$ cat config.mk
export PLATFORM = sky130hd
export DESIGN_NAME = opps_queue
export DESIGN_NICKNAME = d
export VERILOG_FILES = /design/src/rtl/opps_pkg.sv /design/src/rtl/opps_queue.sv
export SDC_FILE = /design/constraint.sdc
export NUM_CORES = 1
export LEC_CHECK = 0
export BUFFER_PORTS_ARGS = -buffer_cell sky130_fd_sc_hd__buf_2
export CORE_ASPECT_RATIO = 0.7
export CORE_MARGIN = 1
export CORE_UTILIZATION = 45
export CTS_BUF_LIST = sky130_fd_sc_hd__clkbuf_2
export DETAILED_ROUTE_END_ITERATION = 16
export GPL_TIMING_DRIVEN = 1
export PLACE_DENSITY = 0.7
export RECOVER_POWER = 25
export SETUP_SLACK_MARGIN = 0.02
export SYNTH_ARGS = -nofsm -noshare
export SYNTH_HDL_FRONTEND = slang
export SYNTH_SLANG_ARGS = --single-unit
export TNS_END_PERCENT = 5
$ cat constraint.sdc
create_clock -name aclk -period 1.95 [get_ports aclk]
set_input_delay 0.39 -clock aclk [delete_from_list [all_inputs] [get_ports aclk]]
set_output_delay 0.39 -clock aclk [all_outputs]
set_load 0.01 [all_outputs]
$ cat src/rtl/opps_pkg.sv
// Shared types and constants for the page-addressed pixel plotter.
// Used by every module of oled_pixel_plot_shadow; depends on nothing.
package opps_pkg;

    localparam int PAGES_DEF   = 8;
    localparam int COLUMNS_DEF = 128;
    localparam int QUEUE_DEPTH = 2;

    localparam logic [7:0] CMD_PAGE_BASE     = 8'hB0;
    localparam logic [7:0] CMD_COL_HIGH_BASE = 8'h10;

    typedef struct packed {
        logic [3:0] page;
        logic [7:0] col;
        logic [7:0] mask;
        logic       draw;
    } plot_cmd_t;

    typedef enum logic [2:0] {
        ST_CLEAR,
        ST_IDLE,
        ST_PAGE,
        ST_COL_LO,
        ST_COL_HI,
        ST_DATA
    } back_state_t;

endpackage

$ cat src/rtl/opps_queue.sv
// Short queue between front end and back end of the pixel plotter.
// Depends on opps_pkg for the entry type and depth.
module opps_queue (
    input  logic                aclk,
    input  logic                aresetn,
    input  logic                push_valid,
    output logic                push_ready,
    input  opps_pkg::plot_cmd_t push_data,
    output logic                pop_valid,
    input  logic                pop_ready,
    output opps_pkg::plot_cmd_t pop_data
);

    localparam int DEPTH = opps_pkg::QUEUE_DEPTH;
    localparam int PTR_W = (DEPTH > 1) ? $clog2(DEPTH) : 1;
    localparam int CNT_W = $clog2(DEPTH + 1);

    opps_pkg::plot_cmd_t entry_reg [DEPTH];
    logic [PTR_W-1:0] wr_ptr_reg, wr_ptr_next;
    logic [PTR_W-1:0] rd_ptr_reg, rd_ptr_next;
    logic [CNT_W-1:0] count_reg, count_next;
    logic push, pop;

    assign push_ready = (count_reg != CNT_W'(DEPTH));
    assign pop_valid  = (count_reg != '0);
    assign pop_data   = entry_reg[rd_ptr_reg];
    assign push       = push_valid && push_ready;
    assign pop        = pop_valid && pop_ready;

    always_comb begin
        wr_ptr_next = wr_ptr_reg;
        rd_ptr_next = rd_ptr_reg;
        if (push) begin
            wr_ptr_next = (wr_ptr_reg == PTR_W'(DEPTH - 1)) ? '0 : wr_ptr_reg + 1'b1;
        end
        if (pop) begin
            rd_ptr_next = (rd_ptr_reg == PTR_W'(DEPTH - 1)) ? '0 : rd_ptr_reg + 1'b1;
        end
        count_next = count_reg + CNT_W'(push) - CNT_W'(pop);
    end

    always_ff @(posedge aclk) begin
        if (!aresetn) begin
            wr_ptr_reg <= '0;
            rd_ptr_reg <= '0;
            count_reg  <= '0;
        end else begin
            wr_ptr_reg <= wr_ptr_next;
            rd_ptr_reg <= rd_ptr_next;
            count_reg  <= count_next;
        end
    end

    always_ff @(posedge aclk) begin
        if (push) begin
            entry_reg[wr_ptr_reg] <= push_data;
        end
    end

endmodule

Yosys cells after proc, flatten, opt, wreduce, memory -nomap -nowiden
Memories as Yosys holds them, arrays and structs flattened. A register that Yosys moved wholly into a read port is not among the register bits.
Cells that the tools add are included.
{"block": "totals", "n_memories": 1, "out_inout_bits": 23, "word_cells": 18, "reg_bits": 4, "mem_bits_rw": 42, "inputBits": 25}
{"block": "classes", "eq_ne": 1, "reduce_logical": 3, "n_addsub": 4, "n_mux": 6}
{"memory": "entry_reg", "words": 2, "width": 21, "rd": 1, "rd_ports_with_merged_regs": 1, "write_ports": 1, "line_no": "opps_queue.sv:18", "source": "opps_pkg::plot_cmd_t entry_reg [DEPTH];"}
{"operator": "1-bit 2-to-1 mux", "count": 6}
{"operator": "1-bit adder, second input constant", "count": 2}
{"operator": "2-bit by 1-bit adder with 2-bit output", "count": 1}
{"operator": "1-bit logical AND", "count": 2}
{"operator": "2-bit inequality test, second input constant", "count": 1}
{"operator": "2-bit nonzero test", "count": 1}
{"operator": "2-bit by 1-bit subtractor with 2-bit output", "count": 1}

Depth between registers and ports, before layout
{"block": "depth", "word_depth": 4, "mapped_depth": 6}

Least setup slack after synthesis
No wires, ideal clock.
{"block": "synth_timing", "kind": "flip-flop to flip-flop", "start": "reg count_reg[0]", "end": "mem entry_reg[1][0] (netlist name), enable pin", "period_less_slack_ns": 1.628, "required_ns": 1.571, "setup_ns": 0.379, "path_stages_with_launch": 3, "setup_slack_ns": 0.322, "arrival_time_ns": 1.248, "path_cell_list": "dfxtp_1 -> nand2b_1 -> and3_1"}
{"block": "synth_between", "elab_chain_len": 4}
{"element": "start: declaration", "line_no": "opps_queue.sv:21", "source": "logic [CNT_W-1:0] count_reg, count_next;"}
{"element": "start signal: assignment", "line_no": "opps_queue.sv:50", "source": "count_reg <= count_next;"}
{"element": "2-bit inequality test", "line_no": "opps_queue.sv:24", "source": "assign push_ready = (count_reg != CNT_W'(DEPTH));"}
{"element": "named net push_ready", "line_no": "opps_queue.sv:7", "source": "output logic push_ready,"}
{"element": "1-bit logical AND", "line_no": "opps_queue.sv:27", "source": "assign push = push_valid && push_ready;"}
{"element": "1-bit 2-to-1 mux", "line_no": "opps_queue.sv:55", "source": "if (push) begin"}
{"element": "1-bit 2-to-1 mux (not written as such)", "line_no": "opps_queue.sv:56", "source": "entry_reg[wr_ptr_reg] <= push_data;"}
{"element": "end: declaration", "line_no": "opps_queue.sv:18"}
The timed path passes the listed nets, and every way through them passes these cells.

==> results.yml <==
placed_design:
  dp_cells: 194
  hpwlAfterDp_um: 1850
  place_congestion: 0.758
  postPlaceCellArea_mm2: 0.00210
  portBuffers: 47
  place_ws_ns: 0.457
sta:
  finalCritPeriodShare: 0.936
  fin_skew_ns: 0.0172
  rsz0062_at_grt: "no"
  slew_viol_final: 0
  min_period_ns: 1.83
  hold_viol: 0
  slew_headroom: 0.813
  setup_ws_ns: 0.125
  setup_tns_ns: 0
  finalSetupViolCount: 0
  max_freq_mhz: 548
  tightest_slew_ns: 0.280
clock_tree:
  clkSinkCount: 47
  cts_setup_buffers: 0
  htree_levels: 2
  numCtsBuffers: 5
  cts.clk_slew.worst_paths_ns: 0.21
  tritoncts: "done"
  hold_buffers: 0
  insertion_delay_ns: 0.37
  clk_path_buf_depth: 2
  cts_resized: 0
  root_buffer: "clkbuf_2"
die:
  die-area_mm2: 0.00419
  start_util: 0.485
  rows: 18
  die_w_um: 77.0
  core_mm2: 0.00365
  ios: 48
  die_h_um: 54.5
routing:
  firstDrtPassIters: 4
  ant_nets: 0
  wl_per_cell_um: 12.9
  wirelength_um: 2610
  drt_iter0_drc: 26
  drc_errors: 0
  routed_via_density: 4.82
  vias: 974
global_routing:
  grt-ovfl-total: 0
  grt_pass1_vias: 921
  grt_antenna_before_repair: 0
  gr-usage-all-layers: 0.133
  grt_start_max_net_pins: 22
  grt_first_pass_wirelength_um: 4000
synth:
  synthTopCellsByCount: "42 x edfxtp_1, 21 x mux2_2, 5 x dfxtp_1"
  synth.distinct_cells: 23
  ys_seq_area_frac: 0.769
  ys.flop_type: "edfxtp_1"
  ys.warnings.count: 0
  async_reset_ff_frac: 0
  synthesis.nets: 120
  syn_inst: 94
  yosys.area.top_type_share: 0.712
  synth_edf_count: 42
  synth_largest_area_cell: "edfxtp_1"
  synth.cell_area_mm2: 0.00177
  synth.avg_cell_area_um2: 18.8
  yosysMostFrequentCell: "edfxtp_1"
  yosys_register_bits: 47
  ys_top_cells_by_area: "edfxtp_1 71%, mux2_2 13%, dfxtp_1 5.7%, a21bo_1 1.1%, and2_1 1.1%"
finish:
  area_delta_synth_final_pct: 20.4
  antenna_cells: 0
  fin_cells: 202
  n_fill_cell: 318
  largest_reg_flops: 42
  drive_above_1_share: 0.493
  final_nets: 177
  final_area_mm2: 0.00213
setup_path:
  critPathMaxFanout: 8
  required_ns: 1.56
  worstSetupPathType: "reg -> out"
  path_cells: "buf_4 -> mux2_2 -> buf_2"
  cp-end-kind: "output pin"
  startpoint_type: "flip-flop"
  crit_slowest_cell: "dfxtp_1"
  max_stage_delay_ns: 0.39
  cp.arrival_ns: 1.44
hold_path:
  hold_path.class: "in -> reg"
pwr:
  pwr-share-comb: 0.263
  clock_power_share: 0.158
  intPower_w: 0.00161
  leakagePower_nw: 0.816
  powerDensity_mw_per_mm2: 1030
  p_sw_frac: 0.269
  power_frac_seq: 0.578
  switchingPower_w: 0.000592
  ir_drop_mv: 0.538
outcome:
  status: "completed"
flow_run:
  drv_cap: 0
==> placed cells by master, fill, tap and decap left out <==
cell type  instances
o21ai_1            1
clkbuf_1           5
nor2_1             2
a21bo_1            2
buf_2             42
buf_6              1
and3_1             1
nand3b_1           1
xnor2_1            1
o21ai_0            1
clkbuf_2           6
buf_4              4
or2_2              1
nand3_1            1
inv_1              1
a21boi_1           1
nand2_1            1
mux2i_1            1
nand2b_1           2
clkinv_1           2
dfxtp_1            5
nor2b_1            1
a32oi_1            1
edfxtp_1          42
mux2_2            21
a211oi_1           1
and2_1             3
ha_1               1
==> layer usage <==
| metal | vias to the layer above | GRT usage | routed length (µm) |
|---|---|---|---|
| met5 | - | 0 | 0 |
| met1 | 461 | 0.156 | 1150 |
| li1 | 476 | - | - |
| met3 | 2 | 0.0517 | 167 |
| met4 | 0 | 0.0629 | 14 |
| met2 | 35 | 0.222 | 1280 |
==> area by class of cell <==
cell class / instances / area [µm²] / area share
Tap cell: 50 / 62.6 / 0.0294
Clock inverter: 2 / 7.51 / 0.00352
Timing Repair Buffer: 52 / 270 / 0.127
Multi-Input combinational cell: 44 / 395 / 0.186
Inverter: 1 / 3.75 / 0.00176
Sequential cell: 47 / 1360 / 0.639
Clock buffer: 6 / 30.0 / 0.0141
==> critical path, delay by kind of cell (launching register included) <==
family / cells / cell delay, ns
buf+inv: 2 / 0.33
flops: 1 / 0.39
mux: 1 / 0.35
==> power by group through the flow <==
stage | clock, W | combinational (W) | sequential, W
5_1_grt | 0.000390 | 0.000641 | 0.00128
3_5_place_dp | 0 | 0.000586 | 0.00130
3_3_place_gp | 0 | 0.000575 | 0.00129
4_1_cts | 0.000359 | 0.000589 | 0.00127
2_1_floorplan | 0 | 0.000369 | 0.00128
6_report | 0.000349 | 0.000580 | 0.00127
==> kinds of logic after synthesis <==
family	count (synthesis)	synth area share
muxes	22	0.139
AOI/OAI and AO/OA	7	0.0304
and+or+nand+nor	13	0.0417
buffers and inverters	3	0.00777
adders and majority gates	1	0.00707
DFF	47	0.769
xor gates and xnor gates	1	0.00495
==> worst paths after layout <==
kind	slack (ns)	start	cells after the start	to
hold reg to reg	0.59	wr_ptr_reg	2	wr_ptr_reg
setup / recovery	0.12	flip-flop	3	pop_data[9]
setup reg to reg	0.49	count_reg[0]	3	entry_reg[1][13]
hold / removal	0.18	push_data[4]	1	entry_reg[1][4]
==> metrics by stage <==
stage	utilization	total power [W]	hold slack [ns]
global placement	0.574	0.00186	0.560
floorplan	-	0.00165	0.489
finish	0.584	0.00220	0.185
global route	0.584	0.00232	0.140
detailed placement	0.574	0.00188	0.563
CTS	0.585	0.00222	0.162
(Power assumes the default switching activity.)
