$ cat src/rtl/opps_pkg.sv
// Shared types and constants for the page-addressed pixel plotter.
// Used by every module of oled_pixel_plot_shadow; depends on nothing.
package opps_pkg;

    localparam int PAGES_DEF   = 8;
    localparam int COLUMNS_DEF = 128;
    localparam int QUEUE_DEPTH = 2;

    localparam logic [7:0] CMD_PAGE_BASE     = 8'hB0;
    localparam logic [7:0] CMD_COL_HIGH_BASE = 8'h10;

    typedef struct packed {
        logic [3:0] page;
        logic [7:0] col;
        logic [7:0] mask;
        logic       draw;
    } plot_cmd_t;

    typedef enum logic [2:0] {
        ST_CLEAR,
        ST_IDLE,
        ST_PAGE,
        ST_COL_LO,
        ST_COL_HI,
        ST_DATA
    } back_state_t;

endpackage

$ cat src/rtl/opps_front.sv
// Front end: accepts plot transactions, clamps row and column, maps to page and bit.
// Depends on opps_pkg; feeds opps_queue.
module opps_front #(
    parameter int PAGES   = opps_pkg::PAGES_DEF,
    parameter int COLUMNS = opps_pkg::COLUMNS_DEF
) (
    input  logic                s_tvalid,
    output logic                s_tready,
    input  logic [15:0]         s_tdata,    // x_column[6:0], y_row[14:7], zero[15]
    input  logic                s_tuser,    // draw_mode[0]
    input  logic                clearing,
    output logic                push_valid,
    input  logic                push_ready,
    output opps_pkg::plot_cmd_t push_data
);

    localparam logic [7:0] ROW_LAST  = 8'(PAGES * 8 - 1);
    localparam logic [7:0] COL_LAST  = 8'(COLUMNS - 1);
    localparam logic [3:0] PAGE_LAST = 4'(PAGES - 1);

    logic [7:0] row_c;
    logic [7:0] col_ext;
    logic [7:0] col_c;

    always_comb begin
        row_c   = (s_tdata[14:7] > ROW_LAST) ? ROW_LAST : s_tdata[14:7];
        col_ext = {1'b0, s_tdata[6:0]};
        col_c   = (col_ext > COL_LAST) ? COL_LAST : col_ext;
    end

    always_comb begin
        push_data.page = PAGE_LAST - row_c[6:3];
        push_data.col  = col_c;
        push_data.mask = 8'h80 >> row_c[2:0];
        push_data.draw = s_tuser;
    end

    assign push_valid = s_tvalid && !clearing;
    assign s_tready   = push_ready && !clearing;

endmodule

$ cat config.mk
export PLATFORM = sky130hd
export DESIGN_NAME = opps_front
export DESIGN_NICKNAME = d
export VERILOG_FILES = /design/src/rtl/opps_pkg.sv /design/src/rtl/opps_front.sv
export SDC_FILE = /design/constraint.sdc
export NUM_CORES = 1
export LEC_CHECK = 0
export ABC_CLOCK_PERIOD_IN_PS = 1200
export BUFFER_PORTS_ARGS = -buffer_cell sky130_fd_sc_hd__buf_2
export CAP_MARGIN = 20
export CORE_AREA = 3 3 40 42
export DETAILED_ROUTE_END_ITERATION = 6
export DIE_AREA = 0 0 43 45
export GPL_TIMING_DRIVEN = 0
export PLACE_DENSITY_LB_ADDON = 0.1
export SLEW_MARGIN = 5
export SYNTH_ARGS = -nofsm -noshare
export SYNTH_HDL_FRONTEND = slang
export SYNTH_SLANG_ARGS = --single-unit
export TNS_END_PERCENT = 1
$ cat constraint.sdc
create_clock -name vclk -period 1.2
set_clock_uncertainty 0.15 [all_clocks]
set_input_delay 0.24 -clock vclk [all_inputs]
set_output_delay 0.24 -clock vclk [all_outputs]
set_load 0.01 [all_outputs]
* Word-level counts from Yosys, hierarchy flattened *
Index checks and enable logic that the tools add are counted.

storage, ports and cells
  bits in writable memories = 0
  bits in latches = 0
  memories kept = 0
  register bits after elaboration = 0
  memory bits (read-only) = 0

operators by class
  reductions and logical operators = 3
  divide/modulo/power cells = 0
  $lt $le $gt $ge = 1
  multiply operators = 0
  add/subtract/negate cells = 1
  shift-type cells = 1
  bitwise logic cells = 0
  multiplexer cells = 1
  equality and inequality tests = 0

operators with widths
  cell                                                           number
  greater-than comparator 8 x 6 -> 1 bit, second input constant  1
  >> shifter 8 x 3 -> 8 bit, first input constant                1
  2-to-1 mux 7 bit                                               1
  subtractor 3 x 4 -> 4 bit, first input constant                1
  logical AND 1 bit                                              2
  zero test 1 bit                                                1

* Longest topological paths before layout *
Gate-level depths: netlist of the first run.

  word-level depth = 3
  gate-level depth with buffers = 2
  mapped depth without buffers = 2

* Worst setup path before layout of the first run *
No wires, ideal clock.

  path kind = input port to output port
  from = in s_tdata[14]
  to = out push_data[4] (netlist name)
  cell stages on the path = 2
  buffers on the path = 0
  arrival time = 896 ps
  setup slack = -86 ps
  path through = or3b_4 -> nor3_1

RTL lines
  what             RTL line          text
  start, declared  opps_front.sv:9   input logic [15:0] s_tdata,
  end, declared    opps_front.sv:14  output opps_pkg::plot_cmd_t push_data

==> results of run 1 <==
power by group through the flow:
stage	logic (uW)	registers, uW	clock network (uW)
after global routing	140	0	0
after global placement	114	0	0
final	129	0	0
after detailed placement	114	0	0
after floorplan	61.4	0	0
after CTS	128	0	0
layout by cell type, fill, tap and decap left out, types with 2 or more instances in the layout:
master    instances
conb_1            2
nor3_2            2
nor2b_1           2
nor3_1            3
buf_6             4
nor2_1            3
nand2b_1          2
nor2_2            2
buf_4            10
buf_2            27
Yosys cell counts:
| library cell | n |
|---|---|
| nand2_1 | 1 |
| nor2b_1 | 2 |
| or3_4 | 1 |
| nor3_1 | 5 |
| or3b_4 | 1 |
| nor2_1 | 5 |
| buf_4 | 10 |
| nand2b_1 | 2 |
| a311o_2 | 1 |
| conb_1 | 1 |
through the flow:
stage               TNS [ps]  setup WS (ps)  hold WS (ps)
floorplan              -91.6          -85.5           363
global placement       -1620           -250           516
detailed placement     -1600           -259           515
CTS                    -1240           -193           516
global route           -1510           -241           517
finish                 -1250           -207           515
worst min path at each step:
stage / end / slack [ps] / start
floorplan: push_data[4] / 360 / s_tdata[8]
global placement: push_data[11] / 520 / s_tdata[2]
detailed placement: push_data[9] / 510 / s_tdata[0]
CTS: push_data[11] / 520 / s_tdata[2]
global route: push_data[14] / 520 / s_tdata[5]
finish: push_data[12] / 510 / s_tdata[3]
critical path, delay by kind of cell:
family | cells | cell delay [ps]
AND/OR/NAND/NOR | 2 | 530
buffers and inverters | 2 | 250
routing by layer:
layer / global-route usage (%) / up-vias / wire (um)
li1: - / 151 / -
met1: 7.38 / 124 / 245
met2: 10.8 / 29 / 284
met3: 1.20 / 0 / 138
met4: 0 / 0 / 0
met5: 0 / - / 0
final cells by class:
| class | count | area share [%] |
|---|---|---|
| Buffer | 10 | 18.0 |
| Multi-Input combinational cell | 20 | 30.8 |
| Tap cell | 15 | 4.49 |
| Timing Repair Buffer | 32 | 46.7 |
what timing repair did:
item / 4_1_cts / 5_1_grt
resized for setup: 10 / 2
gates cloned: 0 / 0
endpoints found under the setup margin: 8 / 8
buffers inserted: 0 / 0
hold buffers: 0 / 0
pin swaps: 4 / 0
cell families after synthesis:
family,count (synthesis),share of synthesized area [%]
buffers and inverters,10,40.5
other,1,2.03
AND/OR/NAND/NOR,17,51.3
AO/OA/AOI/OAI,1,6.08
==> reports/qor.csv, run 1 <==
stage;metric;value;unit
status;outcome;complete, but fails checks;
status;violations;setup timing;
logic_synthesis;synth.avg_cell_area;6.39;um^2
power;p_seq_share;0;%
placed_design;dp.cells;77;
route;via_per_inst;3.95;
critical_path;cp_cell_sequence;buf_8, or3b_4, nor3_2, buf_2;
global_route;overflow;0;
cells_and_area;drive_gt1_share;79.0;%
critical_path;cp_slowest_cell;or3b_4;
hold_path;worst_hold_path_type;input pin to output port;
cells_and_area;fin_util;32.5;%
global_route;grt_start_max_net_pins;7;
cells_and_area;area_delta_synth_final;126;%
placed_design;dp_hpwl;584;um
power;clockPowerShare;0;%
cells_and_area;fillerInstances;143;
floorplan;initial_utilization;14.4;%
cells_and_area;n_antenna_cell;0;
cells_and_area;design_area;418;um^2
sta;drv_slew;0;
logic_synthesis;synth_top_area_cell;buf_4;
cells_and_area;instances_no_fill;77;
sta;period_minus_slack;1410;ps
floorplan;core;1280;um^2
route;vias;304;
critical_path;cp.required;810;ps
critical_path;crit_path_end;push_data[4];
logic_synthesis;synth_area_leaders;buf_4, nor3_1, nor2_1, nand2b_1, nor2b_1;
route;postRouteAntennaNets;0;
floorplan;fp.dieArea;1940;um^2
logic_synthesis;syn_area;185;um^2
route;wl_per_cell;8.68;um
power;p_int;74.6;uW
critical_path;cp-start-kind;input pin;
power;comb_power_share;100.0;%
cells_and_area;final_nets;84;
placed_design;place_congestion;0.686;
route;drt_first_pass_iters;4;
critical_path;cp-end-kind;output port;
critical_path;cp-startpoint;s_tdata[14];
logic_synthesis;yosys.area.top_type_share;40.5;%
logic_synthesis;syn_inst;29;
floorplan;io_pins;43;
floorplan;die_y;45;um
run;cap_violations;0;
power;switching_power;54.0;uW
placed_design;post_dp_cell_area;373;um^2
logic_synthesis;yosysSeqAreaShare;0;%
logic_synthesis;ys_types;10;
sta;fin_crit_sh;117;%
route;drt-total-wl;668;um
cells_and_area;final-seq-area;0;um^2
route;remaining_drc_errors;0;
cells_and_area;clock_buffers;0;
sta;finalHoldViolCount;0;
route;drtIter0Drc;4;
power;vdd_ir_drop_max;0.109;mV
power;finalPower;129;uW
critical_path;max_stage_delay;420;ps
global_route;grt_use_total;5.80;%
critical_path;worstSetupPathType;input pin to output port;
floorplan;core.rowCount;13;
cells_and_area;multi_input_area;129;um^2
critical_path;path_max_fanout;6;
floorplan;die_w;43;um
sta;fin_ws;-207;ps
logic_synthesis;ys_warn_count;0;
hold_path;hold_path_depth;2;
sta;rsz0062_at_grt;yes;
global_route;antenna_found_initial;0;
power;power_density;308;nW/um^2
sta;fmax;711;MHz
power;switching_share;42.0;%
global_route;first_global_vias;239;
critical_path;critical_path_arrival;1020;ps
cells_and_area;seq_cells;0;
power;leakagePower;0.000243;uW
global_route;grt_pass1_wl;910;um
sta;final-setup-viol-count;8;
placed_design;portBuffers;32;
Note: power is estimated with default switching activity, not from simulation.
==> run 2: changes to the inputs <==
Settings changed: PLACE_DENSITY_LB_ADDON 0.1 to unset.
==> reports/qor.csv, run 2 (synthesis gave the netlist of run 1 again) <==
stage;metric;value;unit
status;outcome;complete, but fails checks;
status;violations;setup timing;
cells_and_area;final_nets;84;
placed_design;portBuffers;32;
sta;period_minus_slack;1380;ps
clock_tree;post_cts_buffers;0;
cells_and_area;n_antenna_cell;0;
critical_path;worstSetupPathType;input pin to output port;
floorplan;die_y;45;um
cells_and_area;final_common_cell;buf_2;
floorplan;fp.dieArea;1940;um^2
critical_path;path_max_fanout;6;
cells_and_area;final-seq-area;0;um^2
sta;fin_ws;-177;ps
global_route;antenna_found_initial;0;
critical_path;cp-end-kind;output port;
floorplan;io_pins;43;
route;remaining_drc_errors;0;
sta;fin_crit_sh;115;%
power;power_density;304;nW/um^2
placed_design;dp.cells;77;
cells_and_area;fillerInstances;142;
run;cap_violations;0;
floorplan;initial_utilization;14.4;%
critical_path;cp-start-kind;input pin;
hold_path;hold_start;s_tdata[2];
sta;fmax;726;MHz
route;postRouteAntennaNets;0;
cells_and_area;clock_buffers;0;
floorplan;core;1280;um^2
sta;rsz0062_at_grt;yes;
critical_path;critical_path_arrival;990;ps
hold_path;min_to;push_data[11];
floorplan;die_w;43;um
hold_path;worst_hold_path_type;input pin to output port;
placed_design;place_congestion;0.598;
critical_path;cp.required;810;ps
route;drt_first_pass_iters;2;
cells_and_area;final_cell_mix;buf_2, buf_4, nor2_1;
hold_path;hold_path_depth;2;
cells_and_area;drive_gt1_share;75.8;%
clock_tree;cts_hold_buf;0;
floorplan;core.rowCount;13;
cells_and_area;seq_cells;0;
global_route;overflow;0;
sta;finalSetupTns;-1140;ps
global_route;grt_start_max_net_pins;7;
cells_and_area;area_delta_synth_final;120;%
route;vias;304;
sta;finalHoldViolCount;0;
sta;final-setup-viol-count;8;
power;vdd_ir_drop_max;0.0621;mV
route;drtIter0Drc;1;
route;via_per_inst;3.95;
global_route;grt_pass1_wl;924;um
sta;drv_slew;0;
global_route;first_global_vias;263;
route;drt-total-wl;606;um
power;leakagePower;0.000241;uW
cells_and_area;instances_no_fill;77;
global_route;grt_use_total;5.64;%
route;wl_per_cell;7.87;um
-- run 2: cell counts in the layout (fill, tap and decap cells not counted) --
Identical to the previous run, type by type.
-- run 2: worst max-delay path: stages --
cell,delay [ps]
buf_8,100
or3b_4,400
nor3_2,100
buf_2,140
-- run 2: metal layers --
layer / GRT usage, % / vias to the layer above / part of all wire, %
li1: - / 150 / -
met1: 5.48 / 127 / 30
met2: 13.2 / 27 / 48
met3: 0.398 / 0 / 22
met4: 0 / 0 / 0
met5: 0 / - / 0
-- run 2: final cells by class --
type	instances	area, um^2	area share (%)
timing repair buffer	32	189	46.5
buffer	10	75.1	18.5
tap	15	18.8	4.62
multi-input combinational	20	124	30.5
-- run 2: repair_timing --
item / in CTS / in global routing
gates resized for setup: 7 / 1
cloned: 0 / 0
endpoints found under the setup margin: 8 / 8
pin swaps: 5 / 1
-- run 2: through the flow --
step	total power (uW)	cell area [um^2]	hold WS [ps]	utilization (%)	setup WS [ps]
2_1_floorplan	61.4	194	363	-	-85.5
5_1_grt	136	407	523	31.6	-213
4_1_cts	124	403	515	31.4	-182
6_report	124	407	513	31.6	-177
3_3_place_gp	112	373	515	29.0	-238
3_5_place_dp	114	373	515	29.0	-249
-- run 2: worst max-delay path by stage --
stage                           start      endpoint  slack, ps  depth (start not counted)
after floorplan           s_tdata[14]  push_data[8]        -90                          2
after global placement    s_tdata[14]  push_data[8]       -240                          4
after detailed placement  s_tdata[14]  push_data[8]       -250                          4
after CTS                 s_tdata[13]  push_data[4]       -180                          4
after global routing       s_tdata[9]  push_data[8]       -210                          4
final                     s_tdata[13]  push_data[4]       -180                          4
-- run 2: where the power goes --
group          total (uW)  internal, uW  switching (uW)  leakage [uW]
logic                 124          72.2            51.6      0.000241
registers               0             0               0             0
clock network           0             0               0             0
